===== config.mk =====
export PLATFORM = sky130hd
export DESIGN_NAME = dvi_line_sequencer_audio_pacer_core
export DESIGN_NICKNAME = d
export VERILOG_FILES = /design/src/rtl/dlsap_pkg.sv /design/src/rtl/dlsap_timing.sv /design/src/rtl/dlsap_island.sv /design/src/rtl/dvi_line_sequencer_audio_pacer_core.sv
export SDC_FILE = /design/constraint.sdc
export NUM_CORES = 1
export LEC_CHECK = 0
export BUFFER_PORTS_ARGS = -buffer_cell sky130_fd_sc_hd__buf_2
export CELL_PAD_IN_SITES_DETAIL_PLACEMENT = 1
export CELL_PAD_IN_SITES_GLOBAL_PLACEMENT = 2
export CORE_ASPECT_RATIO = 1.2
export CORE_MARGIN = 2
export CORE_UTILIZATION = 34
export CTS_CLUSTER_DIAMETER = 80
export DETAILED_ROUTE_END_ITERATION = 16
export PLACE_DENSITY_LB_ADDON = 0.1
export SKIP_CTS_REPAIR_TIMING = 1
export SLEW_MARGIN = 25
export SYNTH_ARGS = -nofsm -noshare
export SYNTH_HDL_FRONTEND = slang
export SYNTH_SLANG_ARGS = --single-unit

===== constraint.sdc =====
create_clock -name clock -period 5.4 [get_ports clock]
set_clock_uncertainty 0.05 [all_clocks]
set_input_delay 0.27 -clock clock [delete_from_list [all_inputs] [get_ports clock]]
set_output_delay 0.27 -clock clock [all_outputs]
set_load 0.01 [all_outputs]

===== src/rtl/dlsap_pkg.sv =====
// Types and constants of the line sequencer and audio pacer.
package dlsap_pkg;

   // Vertical phase codes.
   localparam logic [1:0] PH_FRONT  = 2'd0;
   localparam logic [1:0] PH_SYNC   = 2'd1;
   localparam logic [1:0] PH_BACK   = 2'd2;
   localparam logic [1:0] PH_ACTIVE = 2'd3;

   // Data island packet kinds.
   localparam logic [2:0] PKT_NULL     = 3'd0;
   localparam logic [2:0] PKT_AVI      = 3'd1;
   localparam logic [2:0] PKT_AUDIO_IF = 3'd2;
   localparam logic [2:0] PKT_CLK_REGEN = 3'd3;
   localparam logic [2:0] PKT_SAMPLES  = 3'd4;

   // Register indexes on the configuration port.
   localparam logic [2:0] REG_FRONT_PORCH = 3'd0;
   localparam logic [2:0] REG_SYNC        = 3'd1;
   localparam logic [2:0] REG_BACK_PORCH  = 3'd2;
   localparam logic [2:0] REG_ACTIVE      = 3'd3;
   localparam logic [2:0] REG_BLANK_TOP   = 3'd4;
   localparam logic [2:0] REG_BLANK_BOT   = 3'd5;
   localparam logic [2:0] REG_MODE        = 3'd6;
   localparam logic [2:0] REG_SPL         = 3'd7;

   // Mode bit positions.
   localparam int MODE_SCANLINE = 0;
   localparam int MODE_ISLAND   = 1;

   // Audio pacing constants.
   localparam logic [10:0] STARVE_LINES = 11'd1024;
   localparam logic [2:0]  MAX_SAMPLES  = 3'd4;
   localparam logic [23:0] POS_MAX      = 24'hFF_FFFF;

   typedef struct packed {
      logic        queue_nonempty;
      logic [9:0]  queue_head_line;
      logic [11:0] samples_available;
   } req_type;

   typedef struct packed {
      logic [1:0]  line_phase;
      logic [10:0] line_index;
      logic        blank_line;
      logic        take_buffer;
      logic        use_buffer;
      logic        release_buffer;
      logic [2:0]  packet_kind;
      logic [2:0]  sample_count;
   } rsp_type;

   typedef struct packed {
      logic [10:0] front_porch_lines;
      logic [10:0] sync_lines;
      logic [10:0] back_porch_lines;
      logic [10:0] active_lines;
      logic [10:0] blank_top;
      logic [10:0] blank_bottom;
      logic [1:0]  mode_bits;
      logic [17:0] samples_per_line_q16;
   } csr_type;

   // Sequencer view handed to the packet scheduler and the result register.
   typedef struct packed {
      logic [1:0]  phase;
      logic [10:0] line_index;
      logic        frame;
      logic        blank;
      logic        take;
      logic        use_buf;
      logic        release_buf;
   } tim_type;

endpackage


===== src/rtl/dlsap_timing.sv =====
// Vertical phase sequencer, line blanking and line buffer hand-off.
module dlsap_timing #(
   parameter int LINES_PER_BUFFER = 2
) (
   input  logic               clock,
   input  logic               reset,
   input  logic               advance,
   input  dlsap_pkg::csr_type csr,
   input  logic               queue_nonempty,
   input  logic [9:0]         queue_head_line,
   output dlsap_pkg::tim_type tim
);

   localparam int GRP_W = (LINES_PER_BUFFER > 1) ? $clog2(LINES_PER_BUFFER) : 1;
   localparam logic [GRP_W-1:0] GRP_LAST = GRP_W'(LINES_PER_BUFFER - 1);

   logic [1:0]       phase_ff, phase_in;
   logic [10:0]      line_ff, line_in;
   logic [GRP_W-1:0] grp_ff, grp_in;
   logic             frame_ff, frame_in;
   logic             hold_ff, hold_in;

   logic [10:0]      line_inc;
   logic [10:0]      phase_len;
   logic             phase_end;
   logic [GRP_W-1:0] grp_inc;
   logic signed [12:0] bottom_limit;
   logic             forced_blank;
   logic             take;
   logic             rel;

   // Length of the phase being counted.
   always_comb begin
      case (phase_ff)
         dlsap_pkg::PH_FRONT: phase_len = csr.front_porch_lines;
         dlsap_pkg::PH_SYNC:  phase_len = csr.sync_lines;
         dlsap_pkg::PH_BACK:  phase_len = csr.back_porch_lines;
         default:             phase_len = csr.active_lines;
      endcase
   end

   // Advance the line counter and the phase.
   always_comb begin
      line_inc  = line_ff + 11'd1;
      phase_end = (line_inc == phase_len);
      phase_in  = phase_end ? phase_ff + 2'd1 : phase_ff;
      line_in   = phase_end ? 11'd0 : line_inc;
   end

   // Position within the buffer group follows the line counter and restarts when it wraps to zero.
   always_comb begin
      grp_inc = (grp_ff == GRP_LAST) ? '0 : grp_ff + GRP_W'(1);
      grp_in  = (line_in == 11'd0) ? '0 : grp_inc;
   end

   // Top and bottom blanking; the bottom limit may go negative.
   always_comb begin
      bottom_limit = $signed({2'b00, csr.active_lines}) - $signed({2'b00, csr.blank_bottom});
      forced_blank = (line_in < csr.blank_top) ||
                     ($signed({2'b00, line_in}) >= bottom_limit);
   end

   // Buffer take, use and release on visible active lines.
   always_comb begin
      take    = 1'b0;
      rel     = 1'b0;
      hold_in = hold_ff;
      tim.phase      = phase_in;
      tim.line_index = line_in;
      tim.frame      = frame_ff;
      tim.blank      = 1'b0;
      tim.use_buf    = 1'b0;
      if (phase_in == dlsap_pkg::PH_ACTIVE) begin
         if (forced_blank) begin
            tim.blank = 1'b1;
         end else begin
            if (!hold_ff && queue_nonempty && ({queue_head_line, 1'b0} == line_in)) begin
               take    = 1'b1;
               hold_in = 1'b1;
            end
            tim.use_buf = hold_in;
            if (grp_in == GRP_LAST) begin
               rel     = hold_in;
               hold_in = 1'b0;
            end
            tim.blank = csr.mode_bits[dlsap_pkg::MODE_SCANLINE] & line_in[0];
         end
      end
      tim.take        = take;
      tim.release_buf = rel;
   end

   // The frame parity toggles on entry to sync.
   assign frame_in = frame_ff ^ ((phase_in != phase_ff) && (phase_in == dlsap_pkg::PH_SYNC));

   // Sequencer state moves once per transfer into the result register.
   always_ff @(posedge clock) begin
      if (reset) begin
         phase_ff <= dlsap_pkg::PH_FRONT;
         line_ff  <= '0;
         grp_ff   <= '0;
         frame_ff <= 1'b0;
         hold_ff  <= 1'b0;
      end else if (advance) begin
         phase_ff <= phase_in;
         line_ff  <= line_in;
         grp_ff   <= grp_in;
         frame_ff <= frame_in;
         hold_ff  <= hold_in;
      end
   end

endmodule


===== src/rtl/dlsap_island.sv =====
// Data island packet scheduler with the Q16 audio pacing accumulator.
module dlsap_island (
   input  logic               clock,
   input  logic               reset,
   input  logic               advance,
   input  dlsap_pkg::csr_type csr,
   input  dlsap_pkg::tim_type tim,
   input  logic [11:0]        samples_available,
   output logic [2:0]         packet_kind,
   output logic [2:0]         sample_count
);

   logic [10:0] starve_ff, starve_in;
   logic [23:0] pos_ff, pos_in;

   logic [24:0] pos_sum;
   logic [23:0] pos_sat;
   logic [2:0]  n_cap;
   logic [2:0]  n_take;

   // Accumulate with saturation, then limit the sample count.
   always_comb begin
      pos_sum = {1'b0, pos_ff} + {7'd0, csr.samples_per_line_q16};
      pos_sat = pos_sum[24] ? dlsap_pkg::POS_MAX : pos_sum[23:0];
      n_cap   = (pos_sat[23:16] > {5'd0, dlsap_pkg::MAX_SAMPLES}) ?
                dlsap_pkg::MAX_SAMPLES : pos_sat[18:16];
      n_take  = ({9'd0, n_cap} > samples_available) ? samples_available[2:0] : n_cap;
   end

   // Packet choice for this line.
   always_comb begin
      packet_kind  = dlsap_pkg::PKT_NULL;
      sample_count = 3'd0;
      starve_in    = starve_ff;
      pos_in       = pos_ff;
      if (csr.mode_bits[dlsap_pkg::MODE_ISLAND] && (csr.samples_per_line_q16 != 18'd0)) begin
         if (starve_ff != 11'd0) begin
            starve_in = starve_ff - 11'd1;
         end else begin
            if (samples_available == 12'd0) begin
               starve_in = dlsap_pkg::STARVE_LINES;
            end
            pos_in = pos_sat;
            if ((tim.phase == dlsap_pkg::PH_FRONT) && (tim.line_index == 11'd0)) begin
               packet_kind = tim.frame ? dlsap_pkg::PKT_AVI : dlsap_pkg::PKT_AUDIO_IF;
            end else if ((tim.phase == dlsap_pkg::PH_FRONT) && (tim.line_index == 11'd1)) begin
               packet_kind = dlsap_pkg::PKT_CLK_REGEN;
            end else begin
               pos_in = pos_sat - {5'd0, n_take, 16'd0};
               if (n_take != 3'd0) begin
                  packet_kind  = dlsap_pkg::PKT_SAMPLES;
                  sample_count = n_take;
               end
            end
         end
      end
   end

   // Audio state moves once per transfer into the result register.
   always_ff @(posedge clock) begin
      if (reset) begin
         starve_ff <= '0;
         pos_ff    <= '0;
      end else if (advance) begin
         starve_ff <= starve_in;
         pos_ff    <= pos_in;
      end
   end

endmodule


===== src/rtl/dvi_line_sequencer_audio_pacer_core.sv =====
// Top level of the scanline sequencer and data island audio pacer.
//
//   Channel  Ports        Direction  Moves
//   req      req_*        in         one scanline tick with queue and ring status
//   rsp      rsp_*        out        one line decision per tick
//   csr      csr_*        in         register writes, no read-back
//
// Each tick passes through two registers from input transfer to result: an input register,
// then the sequencer and packet logic in one pass into the result register.
// One tick is accepted every cycle while the result side keeps up.
// Synchronous reset restores the register defaults and clears all sequencer state.
// A stalled result holds; the input register still takes one more tick behind it.
module dvi_line_sequencer_audio_pacer_core #(
   parameter int LINES_PER_BUFFER = 2
) (
   input  logic               clock,
   input  logic               reset,
   input  logic               req_valid,
   output logic               req_stall,
   input  dlsap_pkg::req_type req_data,
   output logic               rsp_valid,
   input  logic               rsp_stall,
   output dlsap_pkg::rsp_type rsp_data,
   input  logic               csr_write,
   input  logic [2:0]         csr_index,
   input  logic [17:0]        csr_data
);

   dlsap_pkg::csr_type csr_ff;
   logic               s1_valid_ff, s1_valid_in;
   dlsap_pkg::req_type s1_data_ff;
   logic               rsp_valid_ff, rsp_valid_in;
   dlsap_pkg::rsp_type rsp_data_ff, rsp_data_in;

   logic               out_free;
   logic               advance;
   logic               load;
   dlsap_pkg::tim_type tim;
   logic [2:0]         packet_kind;
   logic [2:0]         sample_count;

   // Configuration registers.
   always_ff @(posedge clock) begin
      if (reset) begin
         csr_ff.front_porch_lines    <= 11'd10;
         csr_ff.sync_lines           <= 11'd2;
         csr_ff.back_porch_lines     <= 11'd33;
         csr_ff.active_lines         <= 11'd480;
         csr_ff.blank_top            <= 11'd0;
         csr_ff.blank_bottom         <= 11'd0;
         csr_ff.mode_bits            <= 2'd0;
         csr_ff.samples_per_line_q16 <= 18'd0;
      end else if (csr_write) begin
         case (csr_index)
            dlsap_pkg::REG_FRONT_PORCH: csr_ff.front_porch_lines <= csr_data[10:0];
            dlsap_pkg::REG_SYNC:        csr_ff.sync_lines        <= csr_data[10:0];
            dlsap_pkg::REG_BACK_PORCH:  csr_ff.back_porch_lines  <= csr_data[10:0];
            dlsap_pkg::REG_ACTIVE:      csr_ff.active_lines      <= csr_data[10:0];
            dlsap_pkg::REG_BLANK_TOP:   csr_ff.blank_top         <= csr_data[10:0];
            dlsap_pkg::REG_BLANK_BOT:   csr_ff.blank_bottom      <= csr_data[10:0];
            dlsap_pkg::REG_MODE:        csr_ff.mode_bits         <= csr_data[1:0];
            dlsap_pkg::REG_SPL:         csr_ff.samples_per_line_q16 <= csr_data;
            default: ;
         endcase
      end
   end

   // Flow control between input register and result register.
   assign out_free  = !rsp_valid_ff || !rsp_stall;
   assign advance   = s1_valid_ff && out_free;
   assign req_stall = s1_valid_ff && !out_free;
   assign load      = req_valid && !req_stall;

   assign s1_valid_in  = load || (s1_valid_ff && !advance);
   assign rsp_valid_in = advance || (rsp_valid_ff && rsp_stall);

   // Input register.
   always_ff @(posedge clock) begin
      if (reset) begin
         s1_valid_ff <= 1'b0;
      end else begin
         s1_valid_ff <= s1_valid_in;
      end
      if (load) begin
         s1_data_ff <= req_data;
      end
   end

   dlsap_timing #(
      .LINES_PER_BUFFER(LINES_PER_BUFFER)
   ) u_timing (
      .clock           (clock),
      .reset           (reset),
      .advance         (advance),
      .csr             (csr_ff),
      .queue_nonempty  (s1_data_ff.queue_nonempty),
      .queue_head_line (s1_data_ff.queue_head_line),
      .tim             (tim)
   );

   dlsap_island u_island (
      .clock             (clock),
      .reset             (reset),
      .advance           (advance),
      .csr               (csr_ff),
      .tim               (tim),
      .samples_available (s1_data_ff.samples_available),
      .packet_kind       (packet_kind),
      .sample_count      (sample_count)
   );

   // Assemble the line decision.
   always_comb begin
      rsp_data_in.line_phase     = tim.phase;
      rsp_data_in.line_index     = tim.line_index;
      rsp_data_in.blank_line     = tim.blank;
      rsp_data_in.take_buffer    = tim.take;
      rsp_data_in.use_buffer     = tim.use_buf;
      rsp_data_in.release_buffer = tim.release_buf;
      rsp_data_in.packet_kind    = packet_kind;
      rsp_data_in.sample_count   = sample_count;
   end

   // Result register.
   always_ff @(posedge clock) begin
      if (reset) begin
         rsp_valid_ff <= 1'b0;
      end else begin
         rsp_valid_ff <= rsp_valid_in;
      end
      if (advance) begin
         rsp_data_ff <= rsp_data_in;
      end
   end

   assign rsp_valid = rsp_valid_ff;
   assign rsp_data  = rsp_data_ff;

endmodule


==> impl_metrics.tcl <==
set metrics [dict create \
    synthSimpleGateAreaFrac 0.2149 \
    routed_wl_um 33350 \
    ys.flop_type "dfxtp_1" \
    power.density_mw_per_mm2 234.1 \
    final_core_util 0.4391 \
    syn_nets 1331 \
    ys_types 71 \
    setup_tns_ps -694.8 \
    cts_buffers 17 \
    maxCapViolCount 0 \
    clock-root-buffer "clkbuf_16" \
    synth_top_family_by_area "simple AND/OR/NAND/NOR gates" \
    path_class "reg2reg" \
    hold_path.class "in2reg" \
    layout_setup_ws_ps -278.4 \
    stdcell_count 1826 \
    avgRoutedWirePerCell_um 18.26 \
    synth_fa_ha_area_frac 0.08144 \
    slew_violations 0 \
    slew_headroom 0.3681 \
    core_mm2 0.02970 \
    vdd_drop_max_mv 0.1481 \
    cp-end-kind "flip-flop" \
    cts_tree "built" \
    grt_first_pass_wirelength_um 53040 \
    vias 9412 \
    synth_area_leaders "dfxtp_1, edfxtp_1, nand2_1" \
    yosysSeqAreaShare 0.4058 \
    route.detailed.drc 0 \
    cpMostUsedCell "fa_2" \
    grt_pass1_vias 9737 \
    async_reset_ff_frac 0 \
    cts.sinks 185 \
    syn-instance-count 1217 \
    synth-compound-area-share 0.1819 \
    power.total_mw 3.054 \
    n_antenna_cell 0 \
    start_kind "flip-flop" \
    clk_latency_ps 440 \
    drive_gt1_frac 0.2082 \
    nNetsFinal 1537 \
    gp_congestion 0.8011 \
    path_delay_family "compound AO/OA/AOI/OAI gates" \
    multi_input_area_mm2 0.005794 \
    r2r_end "u_island.pos_ff[22]" \
    seqCellArea_mm2 0.004170 \
    die_x_um 162.6 \
    leakagePower_nw 5.164 \
    grt_max_degree 75 \
    fmaxAchievable_ghz 0.1761 \
    path_max_fanout 3 \
    slowest_delay_ps 530 \
    grt_usage 0.2134 \
    cp_num_buf_inv 3 \
    yosys.area.top_type "dfxtp_1" \
    syn_to_final_growth_pct 27.08 \
    grt_overflow 0 \
    die-area_mm2 0.03159 \
    dp_hpwl_um 24670 \
    syn_avg_cell_area_um2 8.432 \
    violations "negative setup slack" \
    r2r-start "csr_ff[0]" \
    clockBufferDepth 2 \
    dp.cells 1760 \
    reg2reg_depth 24 \
    fillers 3574 \
    critical_path.endpoint "u_island.pos_ff[22]" \
    startpoint "csr_ff[0]" \
    io_pins 74 \
    tightest_slew_ps 935.6 \
    critPathSlowestCell "or4b_4" \
    synth_common_cells "nand2_1, a21oi_1, dfxtp_1" \
    crit_chain "ha_4 -> fa_2 -> a21o_1 -> nand4_1 -> a211oi_4 -> buf_4 -> o21ai_0 -> o221ai_1 -> a222oi_1 -> or4b_4 -> a21oi_2 -> ha_1 -> nor2b_1 -> o21a_1 -> o211ai_1 -> inv_1 -> o31ai_2 -> ha_2 -> inv_2 -> fa_2 -> a221o_1 -> nor4_4 -> nand3_1 -> a311oi_1" \
    viasPerCell 5.154 \
    synth_edf_count 46 \
    initial_core_util 0.3456 \
    fin_crit_ps 5678 \
    port_buffers 73 \
    hold_viol_final 0 \
    required_ps 5690 \
    synth_seq_cells 185 \
    yosysMostFrequentCell "nand2_1" \
    antenna_found_initial 0 \
    fin_crit_sh 1.052 \
    rsz0062_at_grt "true" \
    clk_pin_slew_worst_paths_ps 80 \
    setup_violations 5 \
    synth_mux_area_frac 0.01085 \
    detail-route-antenna-nets 0 \
    dieHeight_um 194.3 \
    htreeDepth 4 \
    first_pass_iters 5 \
    synth_xor_area_frac 0.06120 \
    drtIter0Drc 529 \
    ff2ff_setup_slack_ps -280 \
    yosysWarnings 0 \
    path_depth 24 \
    synth.top_cell.area_share 0.2712 \
    status "finished, violations left" \
    num_rows 69 \
    synth_area_mm2 0.01026 \
    crit_arrival_ps 5970 \
    pre_cts_slack_ps -338.2 \
]
[area by class of cell]
| class | count | area share |
|---|---|---|
| inverters | 51 | 0.01468 |
| multi-input cells | 917 | 0.4443 |
| repair buffers | 251 | 0.1388 |
| clock inverters | 12 | 0.01075 |
| flip-flops and latches | 185 | 0.3198 |
| well taps | 390 | 0.03742 |
| clock buffers | 20 | 0.03425 |
[registers in the layout (all words and copies together), names as in the netlist, 2 cells and up]
name                cells
csr_ff                 86
u_island.pos_ff        24
rsp_data               23
s1_data_ff             23
u_island.starve_ff     11
u_timing.line_ff       11
u_timing.phase_ff       2
[power breakdown]
part / switching (mW) / total [mW] / internal (mW)
logic: 0.172 / 0.292 / 0.120
registers: 0.0204 / 1.47 / 1.45
clock network: 0.586 / 1.29 / 0.703
[cell families after synthesis]
logic type	after synthesis
compound gates	294
flops	185
buf+inv	115
xor+xnor	64
simple gates	483
fa+ha+maj	65
mux	11
[layer usage]
layer,part of all wire,GRT usage,vias up
li1,-,-,4724
met1,0.47,0.2806,4570
met2,0.50,0.3778,102
met3,0.020,0.02668,16
met4,0.0062,0.03736,0
met5,0,0,-
[metrics by stage]
step | hold WS, ps | instance area [µm²]
after floorplan | 318.9 | 10320
after global placement | 391.0 | 12040
after detailed placement | 398.4 | 12040
after CTS | -63.63 | 12630
after global routing | 10.21 | 13040
final | 26.04 | 13040
[worst min-delay path by stage]
| stage | from | to | slack, ps | depth (start not counted) |
|---|---|---|---|---|
| 6_report | csr_data[16] | csr_ff[16] | 30 | 3 |
| 5_1_grt | csr_data[16] | csr_ff[16] | 10 | 3 |
| 4_1_cts | req_data[8] | s1_data_ff[8] | -60 | 1 |
| 3_5_place_dp | csr_ff[23] | csr_ff[23] | 400 | 2 |
| 3_3_place_gp | csr_ff[27] | csr_ff[27] | 390 | 2 |
| 2_1_floorplan | req_data[0] | s1_data_ff[0] | 320 | 0 |
[worst reg2reg max path, cell delays in order, from the launching register on]
cell      delay [ps]
dfxtp_4          350
ha_4             170
fa_2             340
a21o_1           190
nand4_1          140
a211oi_4         100
buf_4            160
o21ai_0          180
o221ai_1         190
a222oi_1         410
or4b_4           530
a21oi_2          130
ha_1             250
nor2b_1          130
o21a_1           160
o211ai_1         220
inv_1            110
o31ai_2          230
ha_2             240
inv_2             40
fa_2             330
a221o_1          360
nor4_4           210
nand3_1          120
a311oi_1         260
[cells in the final DEF (no fill, tap or decap), drive strengths merged, types with 9 or more instances in the layout]
master,n
xor2,27
and3,10
dlygate4sd3,23
or3,12
nand2b,10
edfxtp,46
ha,62
a21oi,143
buf,228
inv,54
xnor2,34
nand2,238
nor2b,9
nor4,13
nor2,80
o21ai,39
dfxtp,139
and2,10
nand3,32
clkbuf,20
nand4,16
nand3b,13
nor3,24
a311oi,17
a21o,18
mux2i,10
a222oi,12
No activity file was read; power rests on OpenSTA's default activity.
